File: src/sv/kgbfs_pkg.sv
// Package for the knight grid best-first search: sizes, codes, payload and control types.
`default_nettype none
package kgbfs_pkg;

   // Board and list sizing.
   localparam int BOARD_SIZE  = 64;
   localparam int QUEUE_DEPTH = 16384;
   localparam int CELLS       = BOARD_SIZE * BOARD_SIZE;
   localparam int CELL_W      = $clog2(CELLS);
   localparam int QPTR_W      = $clog2(QUEUE_DEPTH);
   localparam int LINK_W      = QPTR_W + 1;

   // Field widths.
   localparam int COORD_W  = 6;
   localparam int MODE_W   = 2;
   localparam int STEPS_W  = 12;
   localparam int STATES_W = 20;
   localparam int STATUS_W = 2;
   localparam int KEY_W    = 21;

   // Knight moves.
   localparam int MOVES  = 8;
   localparam int MOVE_W = $clog2(MOVES);

   localparam logic [STEPS_W-1:0]  STEPS_INF  = {STEPS_W{1'b1}};
   localparam logic [STATES_W-1:0] STATES_MAX = {STATES_W{1'b1}};
   localparam logic [LINK_W-1:0]   LINK_NIL   = {LINK_W{1'b1}};

   // Search modes.
   localparam logic [MODE_W-1:0] MODE_ASTAR_EUC  = 2'd0;
   localparam logic [MODE_W-1:0] MODE_ASTAR_MAN  = 2'd1;
   localparam logic [MODE_W-1:0] MODE_GREEDY_EUC = 2'd2;
   localparam logic [MODE_W-1:0] MODE_GREEDY_MAN = 2'd3;

   typedef enum logic [STATUS_W-1:0] {
      ST_GOAL     = 2'd0,
      ST_EMPTY    = 2'd1,
      ST_OVERFLOW = 2'd2
   } status_code_type;

   typedef struct packed {
      logic [MODE_W-1:0]  mode;
      logic [COORD_W-1:0] start_x;
      logic [COORD_W-1:0] start_y;
      logic [COORD_W-1:0] goal_x;
      logic [COORD_W-1:0] goal_y;
   } req_type;

   typedef struct packed {
      logic [STATUS_W-1:0] status;
      logic [STEPS_W-1:0]  path_steps;
      logic [STATES_W-1:0] states_generated;
   } rsp_type;

   // One list entry as held in the entry memory.
   typedef struct packed {
      logic [COORD_W-1:0] cx;
      logic [COORD_W-1:0] cy;
      logic [STEPS_W-1:0] steps;
      logic [LINK_W-1:0]  next;
   } entry_type;

   // Commands from the controller to the datapath.
   typedef struct packed {
      logic            load;
      logic            clr_init;
      logic            clr_step;
      logic            new_start;
      logic            new_move;
      logic            new_check;
      logic            key_new_go;
      logic            key_ent_go;
      logic            key_new_save;
      logic            walk_init;
      logic            rd_cur;
      logic            latch_ent;
      logic            advance;
      logic            alloc_wr;
      logic            link_wr;
      logic            rd_head;
      logic            pop;
      logic            move_init;
      logic            move_next;
      logic            res_load;
      status_code_type res_status;
   } cmd_type;

   // Status from the datapath to the controller.
   typedef struct packed {
      logic clr_last;
      logic start_on_board;
      logic move_on_board;
      logic move_last;
      logic new_is_start;
      logic new_visited;
      logic key_done;
      logic key_less;
      logic key_same;
      logic cur_nil;
      logic prev_nil;
      logic full;
      logic head_nil;
      logic pop_goal;
   } stat_type;

   // Row step of each knight move.
   function automatic logic signed [2:0] move_dy(input logic [MOVE_W-1:0] m);
      logic signed [2:0] d;
      case (m)
         3'd0, 3'd1: d = -3'sd2;
         3'd2, 3'd3: d = -3'sd1;
         3'd4, 3'd5: d = 3'sd1;
         default:    d = 3'sd2;
      endcase
      return d;
   endfunction

   // Column step of each knight move.
   function automatic logic signed [2:0] move_dx(input logic [MOVE_W-1:0] m);
      logic signed [2:0] d;
      case (m)
         3'd0, 3'd6: d = -3'sd1;
         3'd1, 3'd7: d = 3'sd1;
         3'd2, 3'd4: d = -3'sd2;
         default:    d = 3'sd2;
      endcase
      return d;
   endfunction

   // Board store address of a cell, column major.
   function automatic logic [CELL_W-1:0] cell_index(input logic [COORD_W-1:0] cx,
                                                    input logic [COORD_W-1:0] cy);
      return CELL_W'(int'(cx) * BOARD_SIZE + int'(cy));
   endfunction

endpackage
`default_nettype wire

File: src/sv/kgbfs_ctrl.sv
// Controller: query sequencing, list walk, expansion loop and handshakes.
`default_nettype none
module kgbfs_ctrl (
   input  wire logic                clock,
   input  wire logic                reset,
   input  wire logic                req_valid,
   output logic                     req_ready,
   output logic                     rsp_valid,
   input  wire logic                rsp_ready,
   input  wire kgbfs_pkg::stat_type stat,
   output kgbfs_pkg::cmd_type       cmd
);
   import kgbfs_pkg::*;

   typedef enum logic [4:0] {
      S_IDLE, S_CLEAR, S_NSTART, S_RDNEW, S_CHK, S_KEYN, S_WTEST, S_WENT,
      S_WBEST, S_WKEY, S_ALLOC, S_LINK, S_INSD, S_MNEXT, S_POP, S_PENT,
      S_MOVE, S_DONE
   } state_type;

   state_type       state_ff, state_in;
   status_code_type res_code_ff, res_code_in;
   logic            rsp_valid_ff, rsp_valid_in;

   // Next state and datapath commands.
   always_comb begin
      state_in     = state_ff;
      res_code_in  = res_code_ff;
      rsp_valid_in = rsp_valid_ff & ~rsp_ready;
      cmd          = '0;
      case (state_ff)
         S_IDLE: begin
            if (req_valid) begin
               cmd.load     = 1'b1;
               cmd.clr_init = 1'b1;
               state_in     = S_CLEAR;
            end
         end
         S_CLEAR: begin
            cmd.clr_step = 1'b1;
            if (stat.clr_last) begin
               if (stat.start_on_board) begin
                  state_in = S_NSTART;
               end else begin
                  res_code_in = ST_EMPTY;
                  state_in    = S_DONE;
               end
            end
         end
         S_NSTART: begin
            cmd.new_start = 1'b1;
            state_in      = S_RDNEW;
         end
         S_RDNEW: state_in = S_CHK;
         S_CHK: begin
            if (!stat.new_is_start && stat.new_visited) begin
               state_in = S_MNEXT;
            end else begin
               cmd.new_check  = 1'b1;
               cmd.key_new_go = 1'b1;
               state_in       = S_KEYN;
            end
         end
         S_KEYN: begin
            if (stat.key_done) begin
               cmd.key_new_save = 1'b1;
               cmd.walk_init    = 1'b1;
               state_in         = S_WTEST;
            end
         end
         S_WTEST: begin
            if (stat.cur_nil) begin
               state_in = S_ALLOC;
            end else begin
               cmd.rd_cur = 1'b1;
               state_in   = S_WENT;
            end
         end
         S_WENT: begin
            cmd.latch_ent = 1'b1;
            state_in      = S_WBEST;
         end
         S_WBEST: begin
            cmd.key_ent_go = 1'b1;
            state_in       = S_WKEY;
         end
         S_WKEY: begin
            if (stat.key_done) begin
               if (stat.key_less) begin
                  state_in = S_ALLOC;
               end else if (stat.key_same) begin
                  state_in = S_INSD;
               end else begin
                  cmd.advance = 1'b1;
                  state_in    = S_WTEST;
               end
            end
         end
         S_ALLOC: begin
            if (stat.full) begin
               res_code_in = ST_OVERFLOW;
               state_in    = S_DONE;
            end else begin
               cmd.alloc_wr = 1'b1;
               state_in     = stat.prev_nil ? S_INSD : S_LINK;
            end
         end
         S_LINK: begin
            cmd.link_wr = 1'b1;
            state_in    = S_INSD;
         end
         S_INSD: state_in = stat.new_is_start ? S_POP : S_MNEXT;
         S_MNEXT: begin
            if (stat.move_last) begin
               state_in = S_POP;
            end else begin
               cmd.move_next = 1'b1;
               state_in      = S_MOVE;
            end
         end
         S_POP: begin
            if (stat.head_nil) begin
               res_code_in = ST_EMPTY;
               state_in    = S_DONE;
            end else begin
               cmd.rd_head = 1'b1;
               state_in    = S_PENT;
            end
         end
         S_PENT: begin
            cmd.pop = 1'b1;
            if (stat.pop_goal) begin
               res_code_in = ST_GOAL;
               state_in    = S_DONE;
            end else begin
               cmd.move_init = 1'b1;
               state_in      = S_MOVE;
            end
         end
         S_MOVE: begin
            if (stat.move_on_board) begin
               cmd.new_move = 1'b1;
               state_in     = S_RDNEW;
            end else begin
               state_in = S_MNEXT;
            end
         end
         S_DONE: begin
            if (!rsp_valid_ff) begin
               cmd.res_load   = 1'b1;
               cmd.res_status = res_code_ff;
               rsp_valid_in   = 1'b1;
               state_in       = S_IDLE;
            end
         end
         default: state_in = S_IDLE;
      endcase
   end

   // State and registered outputs.
   always_ff @(posedge clock) begin
      if (reset) begin
         state_ff     <= S_IDLE;
         res_code_ff  <= ST_EMPTY;
         rsp_valid_ff <= 1'b0;
      end else begin
         state_ff     <= state_in;
         res_code_ff  <= res_code_in;
         rsp_valid_ff <= rsp_valid_in;
      end
   end

   assign req_ready = state_ff == S_IDLE;
   assign rsp_valid = rsp_valid_ff;

endmodule
`default_nettype wire

File: config.mk
export PLATFORM = sky130hd
export DESIGN_NAME = kgbfs_ctrl
export DESIGN_NICKNAME = d
export VERILOG_FILES = /design/src/sv/kgbfs_pkg.sv /design/src/sv/kgbfs_ctrl.sv
export SDC_FILE = /design/constraint.sdc
export NUM_CORES = 1
export LEC_CHECK = 0
export BUFFER_PORTS_ARGS = -buffer_cell sky130_fd_sc_hd__buf_2
export CAP_MARGIN = 20
export CORE_MARGIN = 2
export CORE_UTILIZATION = 35
export DETAILED_ROUTE_END_ITERATION = 6
export GPL_TIMING_DRIVEN = 1
export HOLD_SLACK_MARGIN = 0.06
export PLACE_DENSITY = 0.65
export SYNTH_ARGS = -nofsm -noshare
export SYNTH_HDL_FRONTEND = slang
export SYNTH_SLANG_ARGS = --single-unit
File: constraint.sdc
create_clock -name clock -period 1.7 [get_ports clock]
set_input_delay 0.17 -clock clock [delete_from_list [all_inputs] [get_ports clock]]
set_output_delay 0.17 -clock clock [all_outputs]
set_load 0.05 [all_outputs]
## Word level (Yosys, flattened, before mapping)

Index checks and enable logic that the tools add are counted.

- Bits in registers: 8
- Word-level logic and storage cells: 92
- Output and inout bits: 24

- Bitwise gates (word level): 2
- Multiplexer cells: 55
- Reductions and logical operators: 6
- Eq/ne operators: 26

Operators by type and width:

| operator | number |
|---|---|
| $pmux 5 s18 | 1 |
| $mux 5 | 10 |
| $eq 5x4->1 const B | 8 |
| $mux 2 | 13 |
| $mux 1 | 23 |
| $eq 5x3->1 const B | 4 |
| $ne 2x2->1 const B | 9 |
| $mux 4 | 4 |
| $eq 5x2->1 const B | 2 |
| $eq 5x5->1 const B | 2 |
| $mux 3 | 3 |
| $pmux 2 s4 | 1 |
| $reduce_and 6->1 | 1 |
| $eq 5x1->1 const B | 1 |
| $logic_not 5->1 | 1 |
| $reduce_and 5->1 | 1 |
| $reduce_bool 4->1 | 1 |
| $and 1x1->1 | 1 |
| $logic_and 1x1->1 | 1 |
| $logic_not 1->1 | 1 |
| $not 1->1 | 1 |

## Logic depth before layout (Yosys ltp)

- Word-level depth: 4
- Depth in mapped cells: 7
- Gate-level depth less buffers: 5

## Worst setup path after synthesis

Ideal clock, no wire load.

- Path kind: register to output
- Start point: register state_ff[3]
- End point: output cmd[9] in the netlist's numbering
- Buffers on the path: 1
- Stages on the path, launching flop included: 5
- Slack: -0.939 ns
- Arrival time: 2.469 ns
- Cell sequence: dfxtp_1 -> buf_6 -> and3b_1 -> nand2_1 -> nor4b_1

RTL lines:

| what | line | text |
|---|---|---|
| start: declaration | kgbfs_ctrl.sv:21 | `state_type state_ff, state_in;` |
| start signal: assignment | kgbfs_ctrl.sv:167 | `state_ff <= state_in;` |
| end: declaration | kgbfs_ctrl.sv:11 | `output kgbfs_pkg::cmd_type cmd` |

==> impl_metrics.py <==
metrics = {
    "setup_path": {
        "endpoint_kind": "output pin",
        "critPathBufInv": 3,
        "crit_type": "flip-flop to output pin",
        "timing.rr.end": "state_ff[2]",
        "reg2reg_depth": 5,
        "cp_data_required_time_ns": 1.53,
        "worstSetupStartpointType": "flip-flop",
        "path_common_cell": "buf_6",
        "cpMaxStageDelayCell": "or3b_4",
        "crit_chain": "buf_6 > or3b_4 > buf_6 > nor2_4 > buf_8",
        "critPathArrivalTime_ns": 1.58,
        "rr_startpoint": "state_ff[1]",
        "reg2reg_setup_slack_ns": 0,
        "critPathTopFamily": "simple AND/OR/NAND/NOR gates",
        "critPathMaxFanout": 5,
        "slowest_delay_ns": 0.38,
    },
    "placement": {
        "io_buffers": 41,
        "dpl.hpwl_um": 2850,
        "placed_cell_area_um2": 1460,
        "gp_congestion": 0.928,
        "dp.cells": 230,
    },
    "grt": {
        "grt_max_degree": 14,
        "antenna_found_initial": 0,
        "grt_pass1_vias": 1308,
        "track_usage": 0.249,
        "grt_pass1_wl_um": 6320,
        "grt_overflow": 0,
    },
    "detailed_routing": {
        "avgRoutedWirePerCell_um": 18.6,
        "drt_wl_total_um": 4550,
        "via_per_inst": 5.99,
        "vias": 1467,
        "first_pass_iters": 4,
        "drtIter0Drc": 141,
        "route.detailed.drc": 0,
        "ant_nets": 0,
    },
    "logic_synthesis": {
        "yosysTopAreaCell": "dfxtp_1",
        "syn_inst": 141,
        "syn_area_um2": 1000,
        "synth-async-reset-ratio": 0,
        "synth-seq-cells": 8,
        "yosys-top-cells-count": "20 x nor2_1, 13 x nor3_1, 10 x a21oi_1, 8 x dfxtp_1, 8 x nand2b_1",
        "avgSynthCellArea_um2": 7.09,
        "ys_seq_area_frac": 0.160,
        "synth.most_common_cell": "nor2_1",
        "synthDistinctLibCells": 45,
        "synthFlopType": "dfxtp_1",
        "ys_warn_count": 0,
        "synth_top_area_frac": 0.160,
        "synth_edf_count": 0,
        "synth.area.top_cells": "dfxtp_1 16%, nor2_1 7.5%, nor3_1 6.5%",
        "syn_nets": 159,
    },
    "clock_tree": {
        "cts_tree": "yes",
        "htreeDepth": 1,
        "clk_latency_ns": 0.27,
        "root_buffer": "clkbuf_4",
        "clockBufferDepth": 2,
        "clock-sinks": 8,
        "clk_pin_slew_ns": 0.06,
        "cts-buffers-inserted": 3,
    },
    "timing": {
        "period_share": 1.03,
        "fin_crit_ns": 1.75,
        "fin_ws_ns": -0.0468,
        "finalHoldViolCount": 0,
        "hold-worst-slack_ns": 0.187,
        "skew_ns": 0.0135,
        "final-max-slew-violation-count": 0,
        "finalSetupTns_ns": -0.213,
        "fmax_mhz": 572,
        "rsz0062_at_grt": "true",
        "maxSlewHeadroom": 0.784,
        "tightestPinTransition_ns": 0.319,
        "setup-violations-final": 8,
    },
    "power": {
        "ir_worst_vdd_v": 0.000897,
        "pwr-share-comb": 0.745,
        "internal-power_uw": 915,
        "p_leak_uw": 0.000841,
        "power.share.switching": 0.481,
        "p_sw_uw": 849,
        "p_clk_frac": 0.088,
        "power.density_nw_per_um2": 938,
        "p_seq_frac": 0.167,
    },
    "die": {
        "fp-row-count": 19,
        "die_h_um": 57.4,
        "pin_count": 42,
        "start_util": 0.366,
        "core_region_area_um2": 2730,
        "dieWidth_um": 57.4,
        "dieArea_um2": 3300,
    },
    "layout": {
        "syn2layout_area_growth_pct": 88.1,
        "n_antenna_cell": 0,
        "drive_gt1_frac": 0.640,
        "instances_no_fill": 245,
        "nets": 234,
        "design_area_um2": 1880,
    },
    "worst_hold_path": {
        "hold_class": "input port to flip-flop",
        "hold_start": "rsp_ready",
        "min_to": "rsp_valid",
        "min_path_cells": 4,
    },
    "outcome": {
        "violations": "negative setup slack",
        "outcome": "finished with violations",
    },
    "flow_run": {
        "cap_violations": 0,
    },
}
[metrics by stage]
stage	utilization	power, uW	worst slack [ns]
final	0.688	1760	-0.0468
after global routing	0.688	1850	-0.102
after CTS	0.620	1550	-0.0816
after detailed placement	0.534	1250	-0.0452
after global placement	0.534	1230	-0.0142
after floorplan	-	916	-0.253
[worst reg2reg max path: stages, from the launching register on]
cell	delay (ns)
dfxtp_4	0.40
or4b_4	0.57
a21oi_4	0.15
nor3_2	0.06
and3b_4	0.19
a32o_1	0.21
[registers in the layout, summed over array words and instances (netlist names)]
name         flops
res_code_ff      2
rsp_valid        1
state_ff         5
[how the worst max path moves through the flow]
stage                      startpoint              to  slack [ns]  depth (start not counted)
after floorplan           state_ff[3]          cmd[9]       -0.25                          4
after global placement    state_ff[1]  res_code_ff[0]       -0.01                          6
final                     state_ff[3]         cmd[19]       -0.05                          5
after global routing      state_ff[3]          cmd[1]       -0.10                          6
after CTS                 state_ff[3]          cmd[1]       -0.08                          6
after detailed placement  state_ff[0]     state_ff[3]       -0.05                          7
[power by group through the flow]
stage	Sequential (uW)	Clock, uW	Combinational [uW]
after global placement	280	0	952
after global routing	301	168	1380
after CTS	289	160	1110
final	294	156	1310
after floorplan	250	0	665
after detailed placement	280	0	965
[cells in the final DEF (no fill, tap or decap), drive strengths merged, types with 2 or more instances in the layout]
master  synthesis  layout
nor2           20      20
mux2i           2       2
a211o           2       2
clkbuf          3       5
dfxtp           8       8
a211oi          2       2
nor3b           4       4
o22ai           4       4
nor3           14      14
nand2b          9       9
o21ai           4       4
nand3b          4       4
and3            3       3
or3b            2       2
and3b           2       2
a21oi          10      10
nor4b           2       2
and2            2       2
buf            10      81
nand2           6       6
nor2b           3       3
or3             4       4
inv             6       6
o311ai          2       2
[kinds of logic (layout without fill, tap and decap cells)]
group | Yosys count | after routing | synth area share
AOI/OAI and AO/OA | 33 | 33 | 0.229
buffers and inverters | 19 | 92 | 0.111
DFF | 8 | 8 | 0.160
muxes | 2 | 2 | 0.0200
and+or+nand+nor | 79 | 79 | 0.479
[routing by layer]
layer  GRT usage  vias to the layer above  routed length (um)
met5           0                        -                   0
met4       0.110                        0                 138
met3      0.0522                       21                 395
met2       0.414                      103                2230
met1       0.308                      680                1780
li1            -                      663                   -
[cell type report]
type	instances	area, um2
well taps	31	38.8
inverters	6	22.5
clock buffers	3	22.5
flip-flops and latches	8	179
repair buffers	83	674
fillers	204	853
multi-input cells	114	943
[what timing repair did]
item                                    in CTS  in global routing
endpoints found under the setup margin      27                 27
hold buffers                                 0                  0
resized for setup                           59                 31
pin swaps                                    9                  9
setup buffers                                4                  9
Note: power is estimated with default switching activity, not from simulation.
